==> config.mk <==
export PLATFORM = sky130hd
export DESIGN_NAME = dns_query_packet_builder_unit
export DESIGN_NICKNAME = d
export VERILOG_FILES = /design/src/sv/dqpb_pkg.sv /design/src/sv/dqpb_ctrl.sv /design/src/sv/dqpb_dpath.sv /design/src/sv/dns_query_packet_builder_unit.sv
export SDC_FILE = /design/constraint.sdc
export NUM_CORES = 1
export LEC_CHECK = 0
export CAP_MARGIN = 20
export CELL_PAD_IN_SITES_DETAIL_PLACEMENT = 0
export CELL_PAD_IN_SITES_GLOBAL_PLACEMENT = 2
export CORE_ASPECT_RATIO = 0.75
export CORE_UTILIZATION = 35
export DETAILED_ROUTE_END_ITERATION = 8
export DONT_BUFFER_PORTS = 1
export PLACE_DENSITY_LB_ADDON = 0.1
export SYNTH_ARGS = -nofsm -noshare
export SYNTH_HDL_FRONTEND = slang
export SYNTH_SLANG_ARGS = --single-unit
==> constraint.sdc <==
create_clock -name clk -period 7.7 [get_ports clk]
set_input_delay 1.925 -clock clk [delete_from_list [all_inputs] [get_ports clk]]
set_output_delay 1.925 -clock clk [all_outputs]
set_load 0.03 [all_outputs]
==> src/sv/dqpb_pkg.sv <==
// Shared types and constants for the DNS query packet builder.
package dqpb_pkg;

	localparam int MAX_LABEL = 32;
	localparam int CNT_W     = $clog2(MAX_LABEL + 1);
	localparam int LBL_IDX_W = (MAX_LABEL > 1) ? $clog2(MAX_LABEL) : 1;
	localparam int IDX_W     = (CNT_W > 4) ? CNT_W : 4;
	localparam int CFG_IDX_W = 8;

	localparam logic [7:0]       SEP_CHAR = 8'h2e;
	localparam logic [IDX_W-1:0] HDR_LAST = IDX_W'(11);
	localparam logic [IDX_W-1:0] TRL_LAST = IDX_W'(4);

	localparam logic [15:0] QUERY_ID_RST    = 16'h08bb;
	localparam logic [15:0] HEADER_FLAGS_RST = 16'h0100;
	localparam logic [15:0] QUERY_TYPE_RST  = 16'h0001;
	localparam logic [15:0] QUERY_CLASS_RST = 16'h0001;

	typedef enum logic [CFG_IDX_W-1:0] {
		REG_QUERY_ID     = 8'd0,
		REG_HEADER_FLAGS = 8'd1,
		REG_QUERY_TYPE   = 8'd2,
		REG_QUERY_CLASS  = 8'd3
	} reg_idx_t;

	typedef enum logic [2:0] {
		ST_IDLE,
		ST_HDR,
		ST_LEN,
		ST_DATA,
		ST_TRL
	} state_t;

	typedef enum logic [2:0] {
		SRC_HDR,
		SRC_LEN,
		SRC_DATA,
		SRC_TRL
	} src_t;

	typedef struct packed {
		logic accept;
		logic load_out;
		src_t src;
		logic run_last;
		logic pkt_end;
		logic idx_clr;
		logic idx_inc;
		logic clr_label;
		logic clr_sep;
		logic set_hdr;
		logic clr_hdr;
	} cmd_t;

	typedef struct packed {
		logic             in_sep;
		logic             in_last;
		logic             sep;
		logic             last;
		logic             hdr_sent;
		logic             out_free;
		logic [CNT_W-1:0] count;
		logic [IDX_W-1:0] idx;
	} sts_t;

endpackage

==> src/sv/dqpb_ctrl.sv <==
// Controller state machine sequencing header, label flushes and trailer.
module dqpb_ctrl (
	input  logic          clk,
	input  logic          arst_n,
	input  logic          s_tvalid,
	output logic          s_tready,
	input  dqpb_pkg::sts_t sts,
	output dqpb_pkg::cmd_t cmd
);
	import dqpb_pkg::*;

	state_t           state_q, state_d;
	logic [IDX_W-1:0] cnt_ext;

	assign cnt_ext = IDX_W'(sts.count);

	always_ff @(posedge clk or negedge arst_n) begin
		if (!arst_n) begin
			state_q <= ST_IDLE;
		end else begin
			state_q <= state_d;
		end
	end

	always_comb begin
		state_d  = state_q;
		cmd      = '0;
		cmd.src  = SRC_HDR;
		s_tready = 1'b0;
		unique case (state_q)
			ST_IDLE: begin
				s_tready = 1'b1;
				if (s_tvalid) begin
					cmd.accept  = 1'b1;
					cmd.idx_clr = 1'b1;
					if (!sts.hdr_sent) begin
						state_d = ST_HDR;
					end else if (sts.in_sep || sts.in_last) begin
						state_d = ST_LEN;
					end
				end
			end
			ST_HDR: begin
				cmd.src = SRC_HDR;
				if (sts.out_free) begin
					cmd.load_out = 1'b1;
					if (sts.idx == HDR_LAST) begin
						cmd.set_hdr  = 1'b1;
						cmd.idx_clr  = 1'b1;
						cmd.run_last = !sts.sep && !sts.last;
						state_d = (sts.sep || sts.last) ? ST_LEN : ST_IDLE;
					end else begin
						cmd.idx_inc = 1'b1;
					end
				end
			end
			ST_LEN, ST_DATA: begin
				cmd.src = (state_q == ST_LEN) ? SRC_LEN : SRC_DATA;
				if (sts.out_free) begin
					cmd.load_out = 1'b1;
					if (state_q == ST_LEN && sts.count != '0) begin
						cmd.idx_clr = 1'b1;
						state_d = ST_DATA;
					end else if (state_q == ST_DATA && sts.idx != cnt_ext - IDX_W'(1)) begin
						cmd.idx_inc = 1'b1;
					end else begin
						// label done: second (empty) flush on a trailing dot
						cmd.clr_label = 1'b1;
						cmd.idx_clr   = 1'b1;
						if (sts.sep) begin
							cmd.clr_sep = 1'b1;
							if (sts.last) begin
								state_d = ST_LEN;
							end else begin
								cmd.run_last = 1'b1;
								state_d = ST_IDLE;
							end
						end else begin
							state_d = ST_TRL;
						end
					end
				end
			end
			ST_TRL: begin
				cmd.src = SRC_TRL;
				if (sts.out_free) begin
					cmd.load_out = 1'b1;
					if (sts.idx == TRL_LAST) begin
						cmd.run_last  = 1'b1;
						cmd.pkt_end   = 1'b1;
						cmd.clr_hdr   = 1'b1;
						cmd.clr_label = 1'b1;
						state_d = ST_IDLE;
					end else begin
						cmd.idx_inc = 1'b1;
					end
				end
			end
			default: state_d = ST_IDLE;
		endcase
	end

endmodule

==> src/sv/dqpb_dpath.sv <==
// Datapath: config registers, label buffer, byte counter and output register.
module dqpb_dpath (
	input  logic                            clk,
	input  logic                            arst_n,
	input  logic [7:0]                      s_tdata,
	input  logic                            s_tlast,
	output logic                            m_tvalid,
	input  logic                            m_tready,
	output logic [7:0]                      m_tdata,
	output logic                            m_tlast,
	output logic [1:0]                      m_tuser,
	input  logic                            cfg_valid,
	input  logic [dqpb_pkg::CFG_IDX_W-1:0]  cfg_index,
	input  logic [15:0]                     cfg_data,
	input  dqpb_pkg::cmd_t                  cmd,
	output dqpb_pkg::sts_t                  sts
);
	import dqpb_pkg::*;

	logic [15:0] query_id_q, header_flags_q, query_type_q, query_class_q;
	logic [7:0]  label_store [MAX_LABEL];
	logic [CNT_W-1:0] count_q;
	logic [IDX_W-1:0] idx_q;
	logic        ovf_q, hdr_sent_q, sep_q, last_q;
	logic        in_sep;
	logic [7:0]  byte_d, hdr_byte, trl_byte;
	logic        ovf_d;
	logic        out_valid_q, out_end_q, out_run_q, out_ovf_q;
	logic [7:0]  out_byte_q;

	assign in_sep = (s_tdata == SEP_CHAR);

	always_ff @(posedge clk or negedge arst_n) begin
		if (!arst_n) begin
			query_id_q     <= QUERY_ID_RST;
			header_flags_q <= HEADER_FLAGS_RST;
			query_type_q   <= QUERY_TYPE_RST;
			query_class_q  <= QUERY_CLASS_RST;
		end else if (cfg_valid) begin
			unique case (cfg_index)
				REG_QUERY_ID:     query_id_q     <= cfg_data;
				REG_HEADER_FLAGS: header_flags_q <= cfg_data;
				REG_QUERY_TYPE:   query_type_q   <= cfg_data;
				REG_QUERY_CLASS:  query_class_q  <= cfg_data;
				default: ;
			endcase
		end
	end

	// label buffer, written on accept of a plain byte with room left
	always_ff @(posedge clk) begin
		if (cmd.accept && !in_sep && count_q < CNT_W'(MAX_LABEL)) begin
			label_store[count_q[LBL_IDX_W-1:0]] <= s_tdata;
		end
	end

	always_ff @(posedge clk or negedge arst_n) begin
		if (!arst_n) begin
			count_q    <= '0;
			ovf_q      <= 1'b0;
			hdr_sent_q <= 1'b0;
			sep_q      <= 1'b0;
			last_q     <= 1'b0;
			idx_q      <= '0;
		end else begin
			if (cmd.accept) begin
				sep_q  <= in_sep;
				last_q <= s_tlast;
				if (!in_sep) begin
					if (count_q < CNT_W'(MAX_LABEL)) begin
						count_q <= count_q + CNT_W'(1);
					end else begin
						ovf_q <= 1'b1;
					end
				end
			end
			if (cmd.clr_label) begin
				count_q <= '0;
				ovf_q   <= 1'b0;
			end
			if (cmd.clr_sep) begin
				sep_q <= 1'b0;
			end
			if (cmd.set_hdr) begin
				hdr_sent_q <= 1'b1;
			end else if (cmd.clr_hdr) begin
				hdr_sent_q <= 1'b0;
			end
			if (cmd.idx_clr) begin
				idx_q <= '0;
			end else if (cmd.idx_inc) begin
				idx_q <= idx_q + IDX_W'(1);
			end
		end
	end

	always_comb begin
		unique case (idx_q)
			IDX_W'(0): hdr_byte = query_id_q[15:8];
			IDX_W'(1): hdr_byte = query_id_q[7:0];
			IDX_W'(2): hdr_byte = header_flags_q[15:8];
			IDX_W'(3): hdr_byte = header_flags_q[7:0];
			IDX_W'(5): hdr_byte = 8'd1;
			default:   hdr_byte = 8'd0;
		endcase
		unique case (idx_q)
			IDX_W'(1): trl_byte = query_type_q[15:8];
			IDX_W'(2): trl_byte = query_type_q[7:0];
			IDX_W'(3): trl_byte = query_class_q[15:8];
			IDX_W'(4): trl_byte = query_class_q[7:0];
			default:   trl_byte = 8'd0;
		endcase
		ovf_d = 1'b0;
		unique case (cmd.src)
			SRC_HDR: byte_d = hdr_byte;
			SRC_LEN: begin
				byte_d = 8'(count_q);
				ovf_d  = ovf_q;
			end
			SRC_DATA: begin
				// buffer byte is read straight into the output register
				byte_d = 8'd0;
				ovf_d  = ovf_q;
			end
			SRC_TRL: byte_d = trl_byte;
			default: byte_d = 8'd0;
		endcase
	end

	always_ff @(posedge clk or negedge arst_n) begin
		if (!arst_n) begin
			out_valid_q <= 1'b0;
		end else if (cmd.load_out) begin
			out_valid_q <= 1'b1;
		end else if (m_tready) begin
			out_valid_q <= 1'b0;
		end
	end

	always_ff @(posedge clk) begin
		if (cmd.load_out) begin
			out_byte_q <= (cmd.src == SRC_DATA) ? label_store[idx_q[LBL_IDX_W-1:0]] : byte_d;
			out_end_q  <= cmd.pkt_end;
			out_run_q  <= cmd.run_last;
			out_ovf_q  <= ovf_d;
		end
	end

	assign m_tvalid = out_valid_q;
	assign m_tdata  = out_byte_q;
	assign m_tlast  = out_end_q;
	assign m_tuser  = {out_ovf_q, out_run_q};

	assign sts.in_sep   = in_sep;
	assign sts.in_last  = s_tlast;
	assign sts.sep      = sep_q;
	assign sts.last     = last_q;
	assign sts.hdr_sent = hdr_sent_q;
	assign sts.out_free = !out_valid_q || m_tready;
	assign sts.count    = count_q;
	assign sts.idx      = idx_q;

endmodule

==> src/sv/dns_query_packet_builder_unit.sv <==
// Top level of the DNS query packet builder: controller plus datapath.
//
//   channel  | direction | handshake               | payload
//   s_*      | in        | s_tvalid / s_tready     | s_tdata name_char, s_tlast name_last
//   m_*      | out       | m_tvalid / m_tready     | m_tdata out_byte, m_tlast packet_end,
//            |           |                         | m_tuser run_last, label_overflow
//   cfg_*    | in        | cfg_valid / cfg_ready   | cfg_index register, cfg_data value
//
// An item is taken only while the sequencer is idle; each result byte then passes
// through the single output register: 12 header bytes, 1 + length per label and
// 5 trailer bytes.
// The output register drains while the next item is taken.
// Reset returns the sequencer to idle and the registers to their defaults.
// A stall on m_tready holds the sequencer in place.
module dns_query_packet_builder_unit (
	input  logic                           clk,
	input  logic                           arst_n,
	input  logic                           s_tvalid,
	output logic                           s_tready,
	input  logic [7:0]                     s_tdata,   // [7:0] name_char
	input  logic                           s_tlast,
	output logic                           m_tvalid,
	input  logic                           m_tready,
	output logic [7:0]                     m_tdata,   // [7:0] out_byte
	output logic                           m_tlast,
	output logic [1:0]                     m_tuser,   // [0] run_last, [1] label_overflow
	input  logic                           cfg_valid,
	output logic                           cfg_ready,
	input  logic [dqpb_pkg::CFG_IDX_W-1:0] cfg_index,
	input  logic [15:0]                    cfg_data
);
	import dqpb_pkg::*;

	cmd_t cmd;
	sts_t sts;

	assign cfg_ready = 1'b1;

	dqpb_ctrl u_ctrl (
		.clk      (clk),
		.arst_n   (arst_n),
		.s_tvalid (s_tvalid),
		.s_tready (s_tready),
		.sts      (sts),
		.cmd      (cmd)
	);

	dqpb_dpath u_dpath (
		.clk       (clk),
		.arst_n    (arst_n),
		.s_tdata   (s_tdata),
		.s_tlast   (s_tlast),
		.m_tvalid  (m_tvalid),
		.m_tready  (m_tready),
		.m_tdata   (m_tdata),
		.m_tlast   (m_tlast),
		.m_tuser   (m_tuser),
		.cfg_valid (cfg_valid),
		.cfg_index (cfg_index),
		.cfg_data  (cfg_data),
		.cmd       (cmd),
		.sts       (sts)
	);

endmodule

# ---- Yosys cells after proc, flatten, opt, wreduce, memory -nomap -nowiden
# Memories as Yosys holds them, arrays and structs flattened.
# Cells that the tools add are included.
dict set report word_totals {
  wordCells 154
  ram_bits 256
  n_memories 1
  inputBits 38
  reg_bits 95
  out_inout_bits 14
}
dict set report classes {
  n_addsub 3
  n_reduce_logical 33
  n_eq_ne 28
  n_lt_le_gt_ge 1
  mux 72
}
# memory depth word_bits read_ports rd_clocked_by_memory_dff wr line
set memory_table {}
lappend memory_table {u_dpath.label_store 32 8 1 0 1 dqpb_dpath.sv:21} ;# logic [7:0] label_store [MAX_LABEL];
# op count
set ops {}
lappend ops {{$pmux 8 s5} 1}
lappend ops {{$mux 1} 36}
lappend ops {{$mux 3} 12}
lappend ops {{$mux 6} 6}
lappend ops {{$pmux 8 s4} 1}
lappend ops {{$pmux 8 s3} 1}
lappend ops {{$eq 8x2->1 const B} 2}
lappend ops {{$mux 2} 8}
lappend ops {{$pmux 5 s3} 1}
lappend ops {{$add 6x1->6 const B} 2}
lappend ops {{$eq 3x2->1 const B} 4}
lappend ops {{$eq 6x2->1 const B} 2}
lappend ops {{$eq 6x3->1 const B} 2}
lappend ops {{$ne 2x2->1 const B} 6}
lappend ops {{$pmux 3 s4} 1}
lappend ops {{$reduce_bool 2->1} 6}
lappend ops {{$reduce_and 2->1} 5}
lappend ops {{$eq 8x1->1 const B} 1}
lappend ops {{$eq 8x6->1 const B} 1}
lappend ops {{$logic_not 8->1} 1}
lappend ops {{$mux 8} 1}
lappend ops {{$reduce_and 8->1} 1}
lappend ops {{$eq 3x1->1 const B} 2}
lappend ops {{$eq 6x1->1 const B} 1}
lappend ops {{19 further kinds} 33}

# ---- Longest topological paths before layout
dict set report depth {
  depth_word 10
  mapped_depth 12
  depth_no_buf 9
}

# ---- Hierarchy
# From an unflattened synthesis, not the netlist that was laid out.
dict set report hier_totals {
  hier_cells 901
  hier_area_um2 14971.9
}
# mod area_each_um2 seq_area_each_um2 n_inst cells_each
set modules_own_cells {}
lappend modules_own_cells {dqpb_dpath 14227.4 10057.1 1 803}
lappend modules_own_cells {dqpb_ctrl 733.2 75.1 1 96}
lappend modules_own_cells {dns_query_packet_builder_unit 11.3 0.0 1 2}

# ---- Least setup slack after synthesis
# No wires, ideal clock.
dict set report synth_timing {
  path_kind {input port to flip-flop}
  start {in cfg_index[4] (netlist bit)}
  end {reg u_dpath.query_id_q[10]}
  t_required_ns 7.572
  arrival_ns 3.838
  setup_slack_ns 3.734
  path_stages 5
  path_buffers 1
  setup_time_ns 0.128
  cell_sequence {or4b_1 > nor4_1 > nor3b_2 > buf_2 > mux2_1}
}
dict set report synth_between {
  elab_chain_len 2
}
# element line
set synth_lines {}
lappend synth_lines {{start, declared} dns_query_packet_builder_unit.sv:29} ;# input logic [dqpb_pkg::CFG_IDX_W-1:0] cfg_index,
lappend synth_lines {{$logic_not 8->1} dqpb_dpath.sv:40} ;# unique case (cfg_index)
lappend synth_lines {{$reduce_and 2->1 (no source line)} n/a}
lappend synth_lines {{end signal, assigned} dqpb_dpath.sv:41} ;# REG_QUERY_ID: query_id_q <= cfg_data;
lappend synth_lines {{end, declared} dqpb_dpath.sv:20} ;# logic [15:0] query_id_q, header_flags_q, query_type_q, query_class_q;
# No other way between the ends.
# A chain may end at the register's enable or synchronous reset.

# ---- Worst setup path after layout
dict set report layout_timing {
  start {in s_tvalid}
  end {mem u_dpath.label_store[19][7] (enable)}
}
dict set report layout_between {
  elab_chain_len 6
}
# element line
set layout_lines {}
lappend layout_lines {{start, declared} dns_query_packet_builder_unit.sv:18} ;# input logic s_tvalid,
lappend layout_lines {{$mux 1} dqpb_ctrl.sv:33} ;# if (s_tvalid) begin
lappend layout_lines {{$mux 1} dqpb_ctrl.sv:30} ;# unique case (state_q)
lappend layout_lines {{$logic_and 1x1->1 (2 in series)} dqpb_dpath.sv:52} ;# if (cmd.accept && !in_sep && count_q < CNT_W'(MAX_LABEL)) begin
lappend layout_lines {{$mux 1} dqpb_dpath.sv:52}
lappend layout_lines {{$mux 1 (implied by the code)} dqpb_dpath.sv:53} ;# label_store[count_q[LBL_IDX_W-1:0]] <= s_tdata;
lappend layout_lines {{end, declared} dqpb_dpath.sv:21}
# No other way between the ends.

==> impl_metrics.py <==
metrics = {
    "outcome": {
        "outcome": "completed",
    },
    "pwr": {
        "power_uw": 5340,
        "p_int_uw": 3740,
        "seq_power_share": 0.436,
        "ir_drop_mv": 0.146,
        "netSwitchingFraction": 0.300,
        "pwr_density_cell_mw_per_mm2": 321,
        "clockPowerShare": 0.352,
        "p_switching_uw": 1600,
        "comb_power_share": 0.212,
        "leakagePower_uw": 0.00568,
    },
    "cells_and_area": {
        "stdcell_count": 1438,
        "multi_input_area_mm2": 0.00443,
        "seq_area_mm2": 0.0101,
        "syn_to_final_growth_pct": 12.5,
        "finalNetCount": 901,
        "n_antenna_cell": 0,
        "fillers": 3705,
        "drive_above_1_share": 0.201,
    },
    "yosys": {
        "synth_top_area_share": 0.541,
        "synth_edf_count": 267,
        "synth_seq_cells": 351,
        "yosysMostFrequentCell": "edfxtp_1",
        "synthesis.nets": 902,
        "netlist_top_cells_count": "267 x edfxtp_1, 80 x mux4_2, 74 x dfrtp_1",
        "seq_area_frac_synth": 0.684,
        "synth.area.top_cells": "edfxtp_1 54%, dfrtp_1 13%, mux4_2 12%",
        "synthArstFlopShare": 0.239,
        "synthCells": 850,
        "yosysWarningCount": 0,
        "avgSynthCellArea_um2": 17.4,
        "netlist-cell-type-count": 65,
        "syn_area_mm2": 0.0148,
        "yosys.area.top_type": "edfxtp_1",
        "synth_ff_type": "edfxtp_1",
    },
    "timing": {
        "tns_ns": 0,
        "maxSlewViolCount": 0,
        "layout_setup_ws_ns": 3.52,
        "setup_viol": 0,
        "finalClockSkew_ns": 0.0170,
        "period_minus_slack_ns": 4.18,
        "max-slew-margin-rel": 0.341,
        "clock.fmax_mhz": 239,
        "rsz0062_at_grt": "no",
        "hold_viol": 0,
        "fin_crit_sh": 0.543,
        "worstMarginPinSlew_ns": 0.985,
    },
    "drt": {
        "finalWirelength_um": 38200,
        "vias": 7852,
        "vias_per_cell": 5.46,
        "wire_per_inst_um": 26.6,
        "m1WireLength_um": 19100,
        "dr.pass1.iters": 5,
        "drc": 0,
        "route.top_layer_used": "met4",
        "dr_wl_met3_um": 2730,
        "wl_met2_um": 16000,
        "postRouteAntennaNets": 0,
        "drt-initial-drc-count": 767,
    },
    "floorplan": {
        "die_w_um": 240,
        "die_area_mm2": 0.0431,
        "start_util": 0.359,
        "die_h_um": 180,
        "io_pins": 52,
        "core_mm2": 0.0412,
        "row_count": 64,
    },
    "critical_path": {
        "critPathLaunchType": "input port",
        "r2r-start": "u_dpath.idx_q[0]$_DFFE_PN0P_",
        "cp.arrival_ns": 4.34,
        "crit_type": "input port to flop",
        "crit_path_end_kind": "flop",
        "crit_required_ns": 7.86,
        "crit_path_start": "s_tvalid",
        "cp_max_fo": 10,
    },
    "hold_path": {
        "hold_class": "flop to flop",
        "hold_start": "u_dpath.header_flags_q[3]$_DFFE_PN0P_",
    },
    "grt": {
        "grt_usage": 0.183,
        "grt_pass1_wl_um": 57000,
        "grt_pass1_vias": 8143,
        "grt_max_degree": 85,
        "grt-ovfl-total": 0,
        "antenna_found_initial": 3,
    },
    "clock_tree": {
        "clkTransAtPathRegs_ns": 0.06,
        "clock-sinks": 351,
        "cts_tree": "yes",
        "cts_resized": 0,
        "htreeDepth": 2,
        "max-clock-path-buffers": 3,
        "postCtsSetupBuffers": 0,
        "cts_buffers": 38,
        "worstSkewPairLatency_ns": 0.54,
        "hold_buffers": 0,
        "root_buffer": "clkbuf_16",
    },
    "place": {
        "dp_slack_ns": 2.94,
        "gp_congestion": 0.790,
        "place_hpwl_um": 25100,
        "place_inst": 1370,
        "portBuffers": 0,
    },
    "flow_run": {
        "drv_cap": 0,
    },
}
## per-layer routing
| metal | track usage | vias up |
|---|---|---|
| met5 | 0 | - |
| met4 | 0.0387 | 0 |
| met3 | 0.0461 | 36 |
| met2 | 0.249 | 245 |
| met1 | 0.290 | 4188 |
| li1 | - | 3383 |
## kinds of logic (layout without fill, tap and decap cells)
family          after synthesis  after routing  synth area share
flops                       351            351             0.684
xor+xnor                     11             11           0.00651
buf+inv                      60             87            0.0163
simple gates                159            159            0.0539
compound gates              103            103            0.0517
other cells                   1              1          0.000253
mux                         151            151             0.175
fa+ha+maj                    14             14            0.0118
## cells in the final DEF, fill, tap and decap left out, drive strengths merged, types with 4 or more instances in the layout
cell | Yosys | routed
a211oi | 7 | 7
a21oi | 22 | 22
a22o | 7 | 7
a22oi | 23 | 23
a31oi | 4 | 4
and2 | 6 | 6
and3 | 5 | 5
buf | 18 | 10
bufinv | 0 | 6
clkbuf | 33 | 44
clkinv | 0 | 13
dfrtp | 74 | 74
dfstp | 10 | 10
edfxtp | 267 | 267
ha | 14 | 14
inv | 9 | 11
mux2 | 66 | 66
mux2i | 5 | 5
mux4 | 80 | 80
nand2 | 33 | 33
nand2b | 4 | 4
nand3 | 15 | 15
nand3b | 6 | 6
nor2 | 55 | 55
nor3 | 8 | 8
o211ai | 5 | 5
o21ai | 14 | 14
or2 | 4 | 4
or3b | 4 | 4
xnor2 | 8 | 8
## cell type report
class	instances	share of cell area
flip-flops and latches	351	0.608
multi-input cells	439	0.266
clock buffers	44	0.0597
well taps	561	0.0421
clock inverters	24	0.0170
repair buffers	10	0.00451
inverters	9	0.00203
## worst paths after layout
| kind | end | slack, ns | cells past startpoint |
|---|---|---|---|
| setup / recovery | u_dpath.label_store[19][7]$_DFFE_PP_ | 3.52 | 4 |
| hold / removal | u_dpath.header_flags_q[3]$_DFFE_PN0P_ | 0.49 | 1 |
| setup reg to reg | u_dpath.m_tdata[3]$_DFFE_PP_ | 4.06 | 5 |
| hold reg to reg | u_dpath.header_flags_q[3]$_DFFE_PN0P_ | 0.49 | 1 |
| max in group asynchronous | u_dpath.query_id_q[4]$_DFFE_PN1P_ | 6.36 | 0 |
| min in group asynchronous | u_dpath.m_tvalid$_DFFE_PN0P_ | 1.09 | 0 |
## worst max-delay path: stages
cell and delay [ns]:
or4b_1 0.58, a311oi_4 0.51, nand2_1 0.55, nor2_1 0.76
## state kept, by name (all words and copies together) (netlist names), 3 cells and up
signal,flops
u_ctrl.state_q,3
u_dpath.count_q,6
u_dpath.header_flags_q,16
u_dpath.idx_q,6
u_dpath.label_store,256
u_dpath.m_tdata,8
u_dpath.query_class_q,16
u_dpath.query_id_q,16
u_dpath.query_type_q,16
## power by group through the flow
stage	sequential [uW]	combinational [uW]	clock, uW
2_1_floorplan	2260	846	0
3_3_place_gp	2370	1140	0
3_5_place_dp	2370	1140	0
4_1_cts	2330	1150	1920
5_1_grt	2350	1230	2000
6_report	2330	1130	1880
## through the flow
step / util / hold WS (ns) / instance area [um2]
after floorplan: - / 0.454 / 14800
after global placement: 0.373 / 0.471 / 15400
after detailed placement: 0.373 / 0.481 / 15400
after CTS: 0.404 / 0.496 / 16700
after global routing: 0.404 / 0.506 / 16700
final: 0.404 / 0.494 / 16700
No activity file was read; power rests on OpenSTA's default activity.
